==> src/design/assert_macros.svh <==
// Assertion macros shared by the allocator modules.
// Depends on nothing; included by each file that asserts.
`ifndef ASSERT_MACROS_SVH
`define ASSERT_MACROS_SVH

// Clocked check, masked while reset is asserted.
`define FISA_ASSERT(lbl, clk, rst_n, prop, msg) \
	lbl: assert property (@(posedge clk) disable iff (!rst_n) prop) else $error(msg);

// Clocked check that also holds while reset is asserted.
`define FISA_ASSERT_ALWAYS(lbl, clk, prop, msg) \
	lbl: assert property (@(posedge clk) prop) else $error(msg);

`endif

==> src/design/fisa_pkg.sv <==
// Shared types and constants for the free index stack allocator.
// Depends on nothing.
package fisa_pkg;

	localparam int NUM_SLOTS  = 1024;
	localparam int MAX_BATCH  = 64;
	localparam int SLOT_W     = 10;
	localparam int COUNT_W    = 7;
	localparam int ADDR_W     = $clog2(NUM_SLOTS);
	localparam int CNT_W      = $clog2(NUM_SLOTS + 1);
	localparam int CMP_W      = (CNT_W > COUNT_W) ? CNT_W : COUNT_W;

	localparam int FIFO_DEPTH = 4;
	localparam int FIFO_PTR_W = $clog2(FIFO_DEPTH);
	localparam int FIFO_CNT_W = $clog2(FIFO_DEPTH + 1);
	localparam int OCC_W      = FIFO_CNT_W + 1;

	localparam logic CMD_ALLOC = 1'b0;
	localparam logic CMD_FREE  = 1'b1;

	typedef enum logic [1:0] {
		ST_GRANT    = 2'd0,
		ST_REFUSE   = 2'd1,
		ST_FREED    = 2'd2,
		ST_OVERFLOW = 2'd3
	} status_t;

	typedef struct packed {
		status_t             status;
		logic [SLOT_W-1:0]   slot;
		logic                last;
	} rsp_t;

endpackage

==> src/design/fisa_result_fifo.sv <==
// Small result queue between the stack pipeline and the result channel.
// Depends on fisa_pkg and assert_macros.svh.
`include "assert_macros.svh"

module fisa_result_fifo
	import fisa_pkg::*;
(
	input  logic                  clk,
	input  logic                  arst_n,
	input  logic                  push,
	input  rsp_t                  push_data,
	output logic [FIFO_CNT_W-1:0] fill,
	output logic                  rsp_valid,
	input  logic                  rsp_stall,
	output rsp_t                  rsp_data
);

	rsp_t                  entry_q [FIFO_DEPTH];
	logic [FIFO_PTR_W-1:0] wr_ptr_q;
	logic [FIFO_PTR_W-1:0] rd_ptr_q;
	logic [FIFO_CNT_W-1:0] count_q;
	logic                  pop;

	assign pop       = rsp_valid && !rsp_stall;
	assign rsp_valid = (count_q != '0);
	assign rsp_data  = entry_q[rd_ptr_q];
	assign fill      = count_q;

	always_ff @(posedge clk) begin
		if (push) begin
			entry_q[wr_ptr_q] <= push_data;
		end
	end

	always_ff @(posedge clk or negedge arst_n) begin
		if (!arst_n) begin
			wr_ptr_q <= '0;
			rd_ptr_q <= '0;
			count_q  <= '0;
		end else begin
			if (push) begin
				wr_ptr_q <= wr_ptr_q + FIFO_PTR_W'(1);
			end
			if (pop) begin
				rd_ptr_q <= rd_ptr_q + FIFO_PTR_W'(1);
			end
			case ({push, pop})
				2'b10:   count_q <= count_q + FIFO_CNT_W'(1);
				2'b01:   count_q <= count_q - FIFO_CNT_W'(1);
				default: count_q <= count_q;
			endcase
		end
	end

	`FISA_ASSERT(a_no_push_full, clk, arst_n, (count_q == FIFO_CNT_W'(FIFO_DEPTH)) |-> !push, "result queue overrun")
	`FISA_ASSERT(a_fill_bound, clk, arst_n, count_q <= FIFO_CNT_W'(FIFO_DEPTH), "result queue fill out of range")
	`FISA_ASSERT(a_pop_drains, clk, arst_n, (pop && !push) |=> (count_q == $past(count_q) - FIFO_CNT_W'(1)), "result queue fill not reduced on pop")

endmodule

==> config.mk <==
export PLATFORM = sky130hd
export DESIGN_NAME = fisa_result_fifo
export DESIGN_NICKNAME = d
export VERILOG_FILES = /design/src/design/fisa_pkg.sv /design/src/design/fisa_result_fifo.sv
export VERILOG_INCLUDE_DIRS = /design/src /design/src/design
export SDC_FILE = /design/constraint.sdc
export NUM_CORES = 1
export LEC_CHECK = 0
export BUFFER_PORTS_ARGS = -buffer_cell sky130_fd_sc_hd__buf_2
export CORE_UTILIZATION = 55
export DETAILED_ROUTE_END_ITERATION = 16
export PLACE_DENSITY_LB_ADDON = 0.25
export SKIP_LAST_GASP = 1
export SYNTH_ARGS = -nofsm -noshare
export SYNTH_HDL_FRONTEND = slang
export SYNTH_SLANG_ARGS = --single-unit
==> constraint.sdc <==
create_clock -name clk -period 5.3 [get_ports clk]
set_clock_uncertainty 0.2 [all_clocks]
set_input_delay 0.265 -clock clk [delete_from_list [all_inputs] [get_ports clk]]
set_output_delay 0.265 -clock clk [all_outputs]
set_load 0.02 [all_outputs]
* Word level (Yosys, flattened, before mapping) *
Memories as Yosys holds them, arrays and structs flattened.
Cells that the tools add are included.

cells by class
  add/sub/neg operators = 4
  multipliers = 0
  div/mod/pow operators = 0
  $lt $le $gt $ge = 0
  equal/unequal tests = 2
  shift operators = 0
  mux-type cells = 3
  bitwise operators = 0
  reductions and logical operators = 4

operator list
  operator               number
  $pmux W3 S2            1
  $add A2 B1 Y2 const B  2
  $add A3 B1 Y3 const B  1
  $reduce_bool A3 Y1     1
  $sub A3 B1 Y3 const B  1
  $eq A2 B1 Y1 const B   1
  $eq A2 B2 Y1 const B   1
  $mux W1                2
  $reduce_bool A2 Y1     1
  $logic_and A1 B1 Y1    1
  $logic_not A1 Y1       1

word-level totals
  bits in registers = 7
  latch bits = 0
  RAM bits = 52
  memory bits (read-only) = 0
  bits of input ports = 17
  output and inout port bits = 17
  memories = 1

memories
  memory   words  bits a word  rd ports  clocked after Yosys merged registers in  write ports  line                    RTL
  entry_q  4      13           1         0                                        1            fisa_result_fifo.sv:18  rsp_t entry_q [FIFO_DEPTH];

* Longest topological paths before layout *
Gate-level depths: netlist (run 1).

  depth after elaboration = 4
  mapped depth = 8
  mapped depth without buffers = 8

* Least setup slack after synthesis (run 1) *
OpenSTA, ideal clock, no wires.

  path type = reg2reg
  start = register count_q[0], in the netlist fill[0]
  end = register count_q[2], in the netlist fill[2]
  library setup time = 0.080 ns
  data arrival time = 1.751 ns
  data required time = 5.020 ns
  setup slack = 3.269 ns
  cell stages (with the launch flop) = 9
  clock period less this slack = 2.031 ns
  cells stage by stage = dfrtp_1 > nor3_1 > nor2_1 > ha_1 > inv_1 > fa_1 > xor2_1 > nor2_1 > xor2_1

on the way
  cells in the longest elaborated chain, start to end = 4
  elaborated cells between the ends (all ways) = 8
  classes of those cells = 2 x add/sub; 2 x eq/ne; 1 x mux; 3 x reduce/logical

ends and longest elaborated chain
  item                                               line                    RTL
  start: declaration                                 fisa_result_fifo.sv:21  logic [FIFO_CNT_W-1:0] count_q;
  start signal: assignment                           fisa_result_fifo.sv:48  2'b10: count_q <= count_q + FIFO_CNT_W'(1);
  start signal: assignment                           fisa_result_fifo.sv:49  2'b01: count_q <= count_q - FIFO_CNT_W'(1);
  start signal: assignment                           fisa_result_fifo.sv:50  default: count_q <= count_q;
  $reduce_bool A3 Y1 (*)                             fisa_result_fifo.sv:25  assign rsp_valid = (count_q != '0);
  $logic_and A1 B1 Y1 (*)                            fisa_result_fifo.sv:24  assign pop = rsp_valid && !rsp_stall;
  net pop                                            fisa_result_fifo.sv:22  logic pop;
  $eq A2 B1 Y1 or $eq A2 B2 Y1 (tied branches)       fisa_result_fifo.sv:47  case ({push, pop})
  $pmux W3 S2 or $reduce_bool A2 Y1 (tied branches)  -

The timed path passes the listed nets; every way through them passes the cells marked *.
A chain may end at the register's enable or synchronous reset.

==> impl_metrics.yaml, run 1 <==
status:
  status: "complete, no violations"
setup_path:
  critical-path-max-stage-delay_ns: 0.86
  end_kind: "output pin"
  path_class: "flop to output pin"
  ff2ff_path_depth: 6
  reg2reg_to: "fill[1]"
  timing.rr.start: "fill[0]"
  start_kind: "flop"
  cp.required_ns: 4.84
  worstPathMaxFanout: 15
  cp_slowest_cell: "dfrtp_1"
  r2r_setup_slack_ns: 3.19
  crit_arrival_ns: 2.00
  crit_chain: "mux4_1 > buf_2"
sta:
  holdWs_ns: 0.05176
  fin_tns_setup_ns: 0
  min_period_over_period_pct: 46.58
  setup_slack_ns: 2.831
  setup_violations: 0
  fmax_mhz: 405.0
  worst_pin_slew_ns: 0.8049
  hold_violations: 0
  rsz0062_at_grt: "false"
  min_period_ns: 2.469
  relSlewSlack_pct: 46.34
  slew_viol_final: 0
floorplan:
  start_util_pct: 57.42
  rows: 23
  pin_count: 34
  fp.coreArea_um2: 4029
  die_h_um: 66.86
  die_w_um: 66.86
  die_area_um2: 4470
grt:
  grt_pass1_vias: 1183
  grt_max_degree: 16
  grt_pass1_wl_um: 5934
  overflow: 0
  antenna_found_initial: 0
  track_usage_pct: 20.36
place:
  pre_cts_ws_ns: 3.120
  numPortBuffers: 33
  gp_congestion: 0.6731
  dpl.hpwl_um: 2355
yosys:
  syn-cell-area_um2: 2313
  syn-num-nets: 129
  netlist_instances: 106
  synth_warnings: 0
  syn_area_per_cell_um2: 21.83
  yosysTopAreaCell: "edfxtp_1"
  synth_seq_area_share_pct: 75.07
  synthTopCellsByArea: "edfxtp_1, mux4_2, dfrtp_1"
  synth_top_area_share_pct: 67.50
  ys_seq_elements: 59
  yosysUniqueCellTypes: 18
routing:
  num_vias: 1144
  viasPerCell: 5.272
  drt_wl_total_um: 3730
  wire_per_inst_um: 17.19
  drc: 0
  first_iter_violations: 75
  firstDrtPassIters: 4
  ant_nets: 0
layout:
  antenna_cells: 0
  final_common_cell: "edfxtp_1"
  multi_input_area_um2: 514.2
  final_cell_mix: "edfxtp_1, buf_2, dlygate4sd3_1"
  drive_gt1_share_pct: 32.34
  final_util_pct: 71.02
  fillers: 264
  area_growth_syn_to_layout_pct: 23.69
  regArea_um2: 1737
  final_nets: 185
cts:
  cts_root_buf: "clkbuf_8"
  cts_tree: "yes"
  cts_setup_buffers: 0
  post_cts_resized: 0
  cts_buffers: 9
  ctsHtreeMaxLevel: 3
  cts_buffer_depth: 2
  clk_latency_ns: 0.32
  cts.reportedPaths.clkPinSlew_ns: 0.06
  cts.sinks: 59
hold_path:
  min_path_type: "input port to flop"
  min_to: "rd_ptr_q[1]"
  hold_depth: 3
  hold_path_startpoint: "rsp_stall"
power:
  peakVddDrop_v: 0.0003105
  p_total_mw: 1.572
  power_leakage_nw: 1.081
  power_density_nw_per_um2: 549.4
run:
  max_cap_violations: 0
sequential cells by signal, summed over array words and instances, names as in the netlist:
register,count
entry_q,52
fill,3
rd_ptr_q,2
wr_ptr_q,2
per-layer routing:
| metal | wire [µm] | track usage [%] |
|---|---|---|
| met3 | 209 | 7.534 |
| met2 | 1877 | 31.94 |
| met1 | 1572 | 24.97 |
| met4 | 70 | 9.574 |
| met5 | 0 | 0 |
area by class of cell:
| type | instances | area share [%] |
|---|---|---|
| Sequential cell | 59 | 60.69 |
| Multi-Input combinational cell | 37 | 17.97 |
| Timing Repair Buffer | 48 | 11.02 |
| Clock buffer | 9 | 4.329 |
| Clock inverter | 7 | 2.886 |
| Tap cell | 50 | 2.186 |
| Inverter | 7 | 0.9182 |
worst max-delay path by stage:
stage	start	slack, ns	end	cells past startpoint
2_1_floorplan	fill[0]	3.27	fill[2]	8
3_3_place_gp	rd_ptr_q[0]	3.11	rsp_data[3]	2
3_5_place_dp	rd_ptr_q[0]	3.12	rsp_data[2]	2
4_1_cts	rd_ptr_q[0]	2.75	rsp_data[0]	2
5_1_grt	rd_ptr_q[0]	2.63	rsp_data[1]	2
6_report	rd_ptr_q[0]	2.83	rsp_data[1]	2
cell families (layout without fill, tap and decap cells):
logic type | after synthesis | after routing | synth area share, %
compound gates | 2 | 2 | 0.4327
xor+xnor | 6 | 6 | 2.271
fa+ha+maj | 6 | 6 | 3.570
buf+inv | 10 | 71 | 2.704
flops | 59 | 59 | 75.07
mux | 13 | 13 | 13.47
simple gates | 10 | 10 | 2.488
synth_stat cells (all sizes together):
cell type / number
and2: 4
buf: 3
dfrtp: 7
edfxtp: 52
fa: 1
ha: 5
inv: 7
mux4: 13
nand2: 2
nor2: 2
nor3: 1
nor3b: 1
o21ai: 2
xnor2: 1
xor2: 5
report_power, final:
group	total (mW)	switching, mW	internal (mW)	leakage [nW]
Clock	0.420	0.162	0.258	0.0994
Sequential	0.704	0.0857	0.618	0.560
Combinational	0.448	0.245	0.203	0.421
Total	1.57	0.493	1.08	1.08
timing repair:
action | CTS | global route
endpoints found under the hold margin | 60 | 0
hold buffers | 15 | 0
setup endpoints to repair | 0 | 0
critical path, delay by kind of cell, from the launching register on:
kind,cells,cell delay [ns]
buffers and inverters,1,0.17
DFF,1,0.86
muxes,1,0.64
metrics by stage:
step	instances	cell area, µm²
global placement	186	2505
global route	217	2861
finish	217	2861
CTS	217	2861
floorplan	106	2313
detailed placement	186	2505
Note: power is estimated with default switching activity, not from simulation.
==> run 2: changes to the inputs <==
==> constraint.sdc (replaced) <==
create_clock -name clk -period 2.4 [get_ports clk]
set_clock_uncertainty 0.2 [all_clocks]
set_input_delay 0.12 -clock clk [delete_from_list [all_inputs] [get_ports clk]]
set_output_delay 0.12 -clock clk [all_outputs]
set_load 0.02 [all_outputs]
==> run 2 against run 1 <==
Critical path depth grew 1. First-iteration DRC count shrank 5.3%. Flip-flop and latch count is the same. Wire length grew 1.2%. Sequential share of layout area shrank 1.9 points. Final area grew 3.1%. Global-route usage shrank 0.30 points. Combinational power grew 150%. Register-to-register slack lost 2.9 ns.
==> impl_metrics.yaml, run 2 (synthesized netlist as in run 1, its figures left out) <==
status:
  status: "complete, no violations"
routing:
  ant_nets: 0
  wire_per_inst_um: 16.78
  first_iter_violations: 71
  viasPerCell: 5.222
  drc: 0
  drt_wl_total_um: 3775
  num_vias: 1175
  firstDrtPassIters: 4
sta:
  relSlewSlack_pct: 58.92
  min_period_over_period_pct: 91.07
  worst_pin_slew_ns: 0.6163
  fmax_mhz: 457.5
  min_period_ns: 2.186
  fin_tns_setup_ns: 0
  setup_violations: 0
  rsz0062_at_grt: "false"
  hold_violations: 0
  slew_viol_final: 0
cts:
  cts.reportedPaths.clkPinSlew_ns: 0.06
  ctsHtreeMaxLevel: 3
  cts.sinks: 59
  cts_root_buf: "clkbuf_8"
  cts_buffers: 9
  cts_tree: "yes"
  clk_latency_ns: 0.32
  cts_buffer_depth: 2
  cts_setup_buffers: 0
run:
  max_cap_violations: 0
power:
  p_total_mw: 3.651
  power_leakage_nw: 1.139
  power_density_nw_per_um2: 1237
  peakVddDrop_v: 0.0007684
setup_path:
  start_kind: "flop"
  worstPathMaxFanout: 7
  ff2ff_path_depth: 6
  path_class: "flop to output pin"
  crit_arrival_ns: 1.87
  timing.rr.start: "fill[0]"
  r2r_setup_slack_ns: 0.34
  end_kind: "output pin"
  cp.required_ns: 2.08
  reg2reg_to: "fill[1]"
hold_path:
  min_to: "fill[2]"
  hold_depth: 1
  hold_path_startpoint: "fill[2]"
  min_path_type: "flop to flop"
grt:
  track_usage_pct: 20.06
  grt_pass1_vias: 1237
  antenna_found_initial: 0
  grt_max_degree: 15
  overflow: 0
  grt_pass1_wl_um: 5844
layout:
  final_nets: 193
  largest_reg_flops: 52
  antenna_cells: 0
  regMostFlops: "entry_q"
  final_common_cell: "edfxtp_1"
  final_cell_mix: "edfxtp_1, buf_2, dlygate4sd3_1"
  area_growth_syn_to_layout_pct: 27.58
  drive_gt1_share_pct: 35.43
floorplan:
  start_util_pct: 57.42
  die_h_um: 66.86
  fp.coreArea_um2: 4029
  die_w_um: 66.86
  pin_count: 34
  rows: 23
  die_area_um2: 4470
place:
  gp_congestion: 0.7585
  numPortBuffers: 33
  dpl.hpwl_um: 2541
[run 2: cell count changes in the layout (fill, tap and decap cells not counted), sizes merged]
cell,before,now
dlygate4sd3,15,17
bufinv,2,3
clkinv,4,3
clkbuf,9,10
clkinvlp,1,0
buf,33,39
[run 2: area by class of cell]
| class | instances | area, µm² |
|---|---|---|
| inverter | 7 | 26.28 |
| clock buffer | 10 | 127.6 |
| fill | 266 | 1077 |
| timing repair buffer | 56 | 380.4 |
| clock inverter | 6 | 103.9 |
| tap | 50 | 62.56 |
| multi-input combinational | 37 | 514.2 |
| sequential | 59 | 1737 |
[run 2: report_power, final]
group | total, mW | internal (mW) | switching [mW]
logic | 1.10 | 0.496 | 0.603
clock network | 1.04 | 0.682 | 0.359
registers | 1.51 | 1.36 | 0.149
total | 3.65 | 2.54 | 1.11
[run 2: critical path, cell delays in order (launching register included)]
cell	delay, ns
dfrtp_1	0.54
buf_4	0.26
mux4_1	0.56
buf_2	0.17
[run 2: worst max path at each step]
stage,start,slack [ns],endpoint
6_report,rd_ptr_q[0],0.21,rsp_data[1]
3_3_place_gp,fill[0],0.45,fill[2]
5_1_grt,rd_ptr_q[0],0.11,rsp_data[0]
3_5_place_dp,fill[0],0.34,fill[1]
2_1_floorplan,fill[0],0.37,fill[2]
4_1_cts,rd_ptr_q[0],0.17,rsp_data[1]
[run 2: layer usage]
metal | routed length, µm | vias to the layer above | track usage [%] | share of wire (%)
met1 | 1661 | 594 | 23.77 | 44
met4 | 19 | 0 | 11.17 | 0.50
met2 | 1946 | 30 | 32.45 | 52
met5 | 0 | - | 0 | 0
li1 | - | 549 | - | -
met3 | 147 | 2 | 6.164 | 3.9
[run 2: repair_timing]
action | CTS | global route
hold buffers | 17 | 0
hold endpoints to repair | 63 | 0
gates resized for setup | 0 | 0
[run 2: metrics by stage]
step / util, % / cell area, µm² / hold slack [ns] / setup slack, ns / instances
4_1_cts: 73.26 / 2952 / 0.2943 / 0.1689 / 225
2_1_floorplan: - / 2313 / -0.3756 / 0.3690 / 106
3_5_place_dp: 63.29 / 2550 / -0.2374 / 0.3428 / 192
3_3_place_gp: 63.29 / 2550 / -0.2422 / 0.4516 / 192
5_1_grt: 73.26 / 2952 / 0.3146 / 0.1128 / 225
6_report: 73.26 / 2952 / 0.2975 / 0.2144 / 225
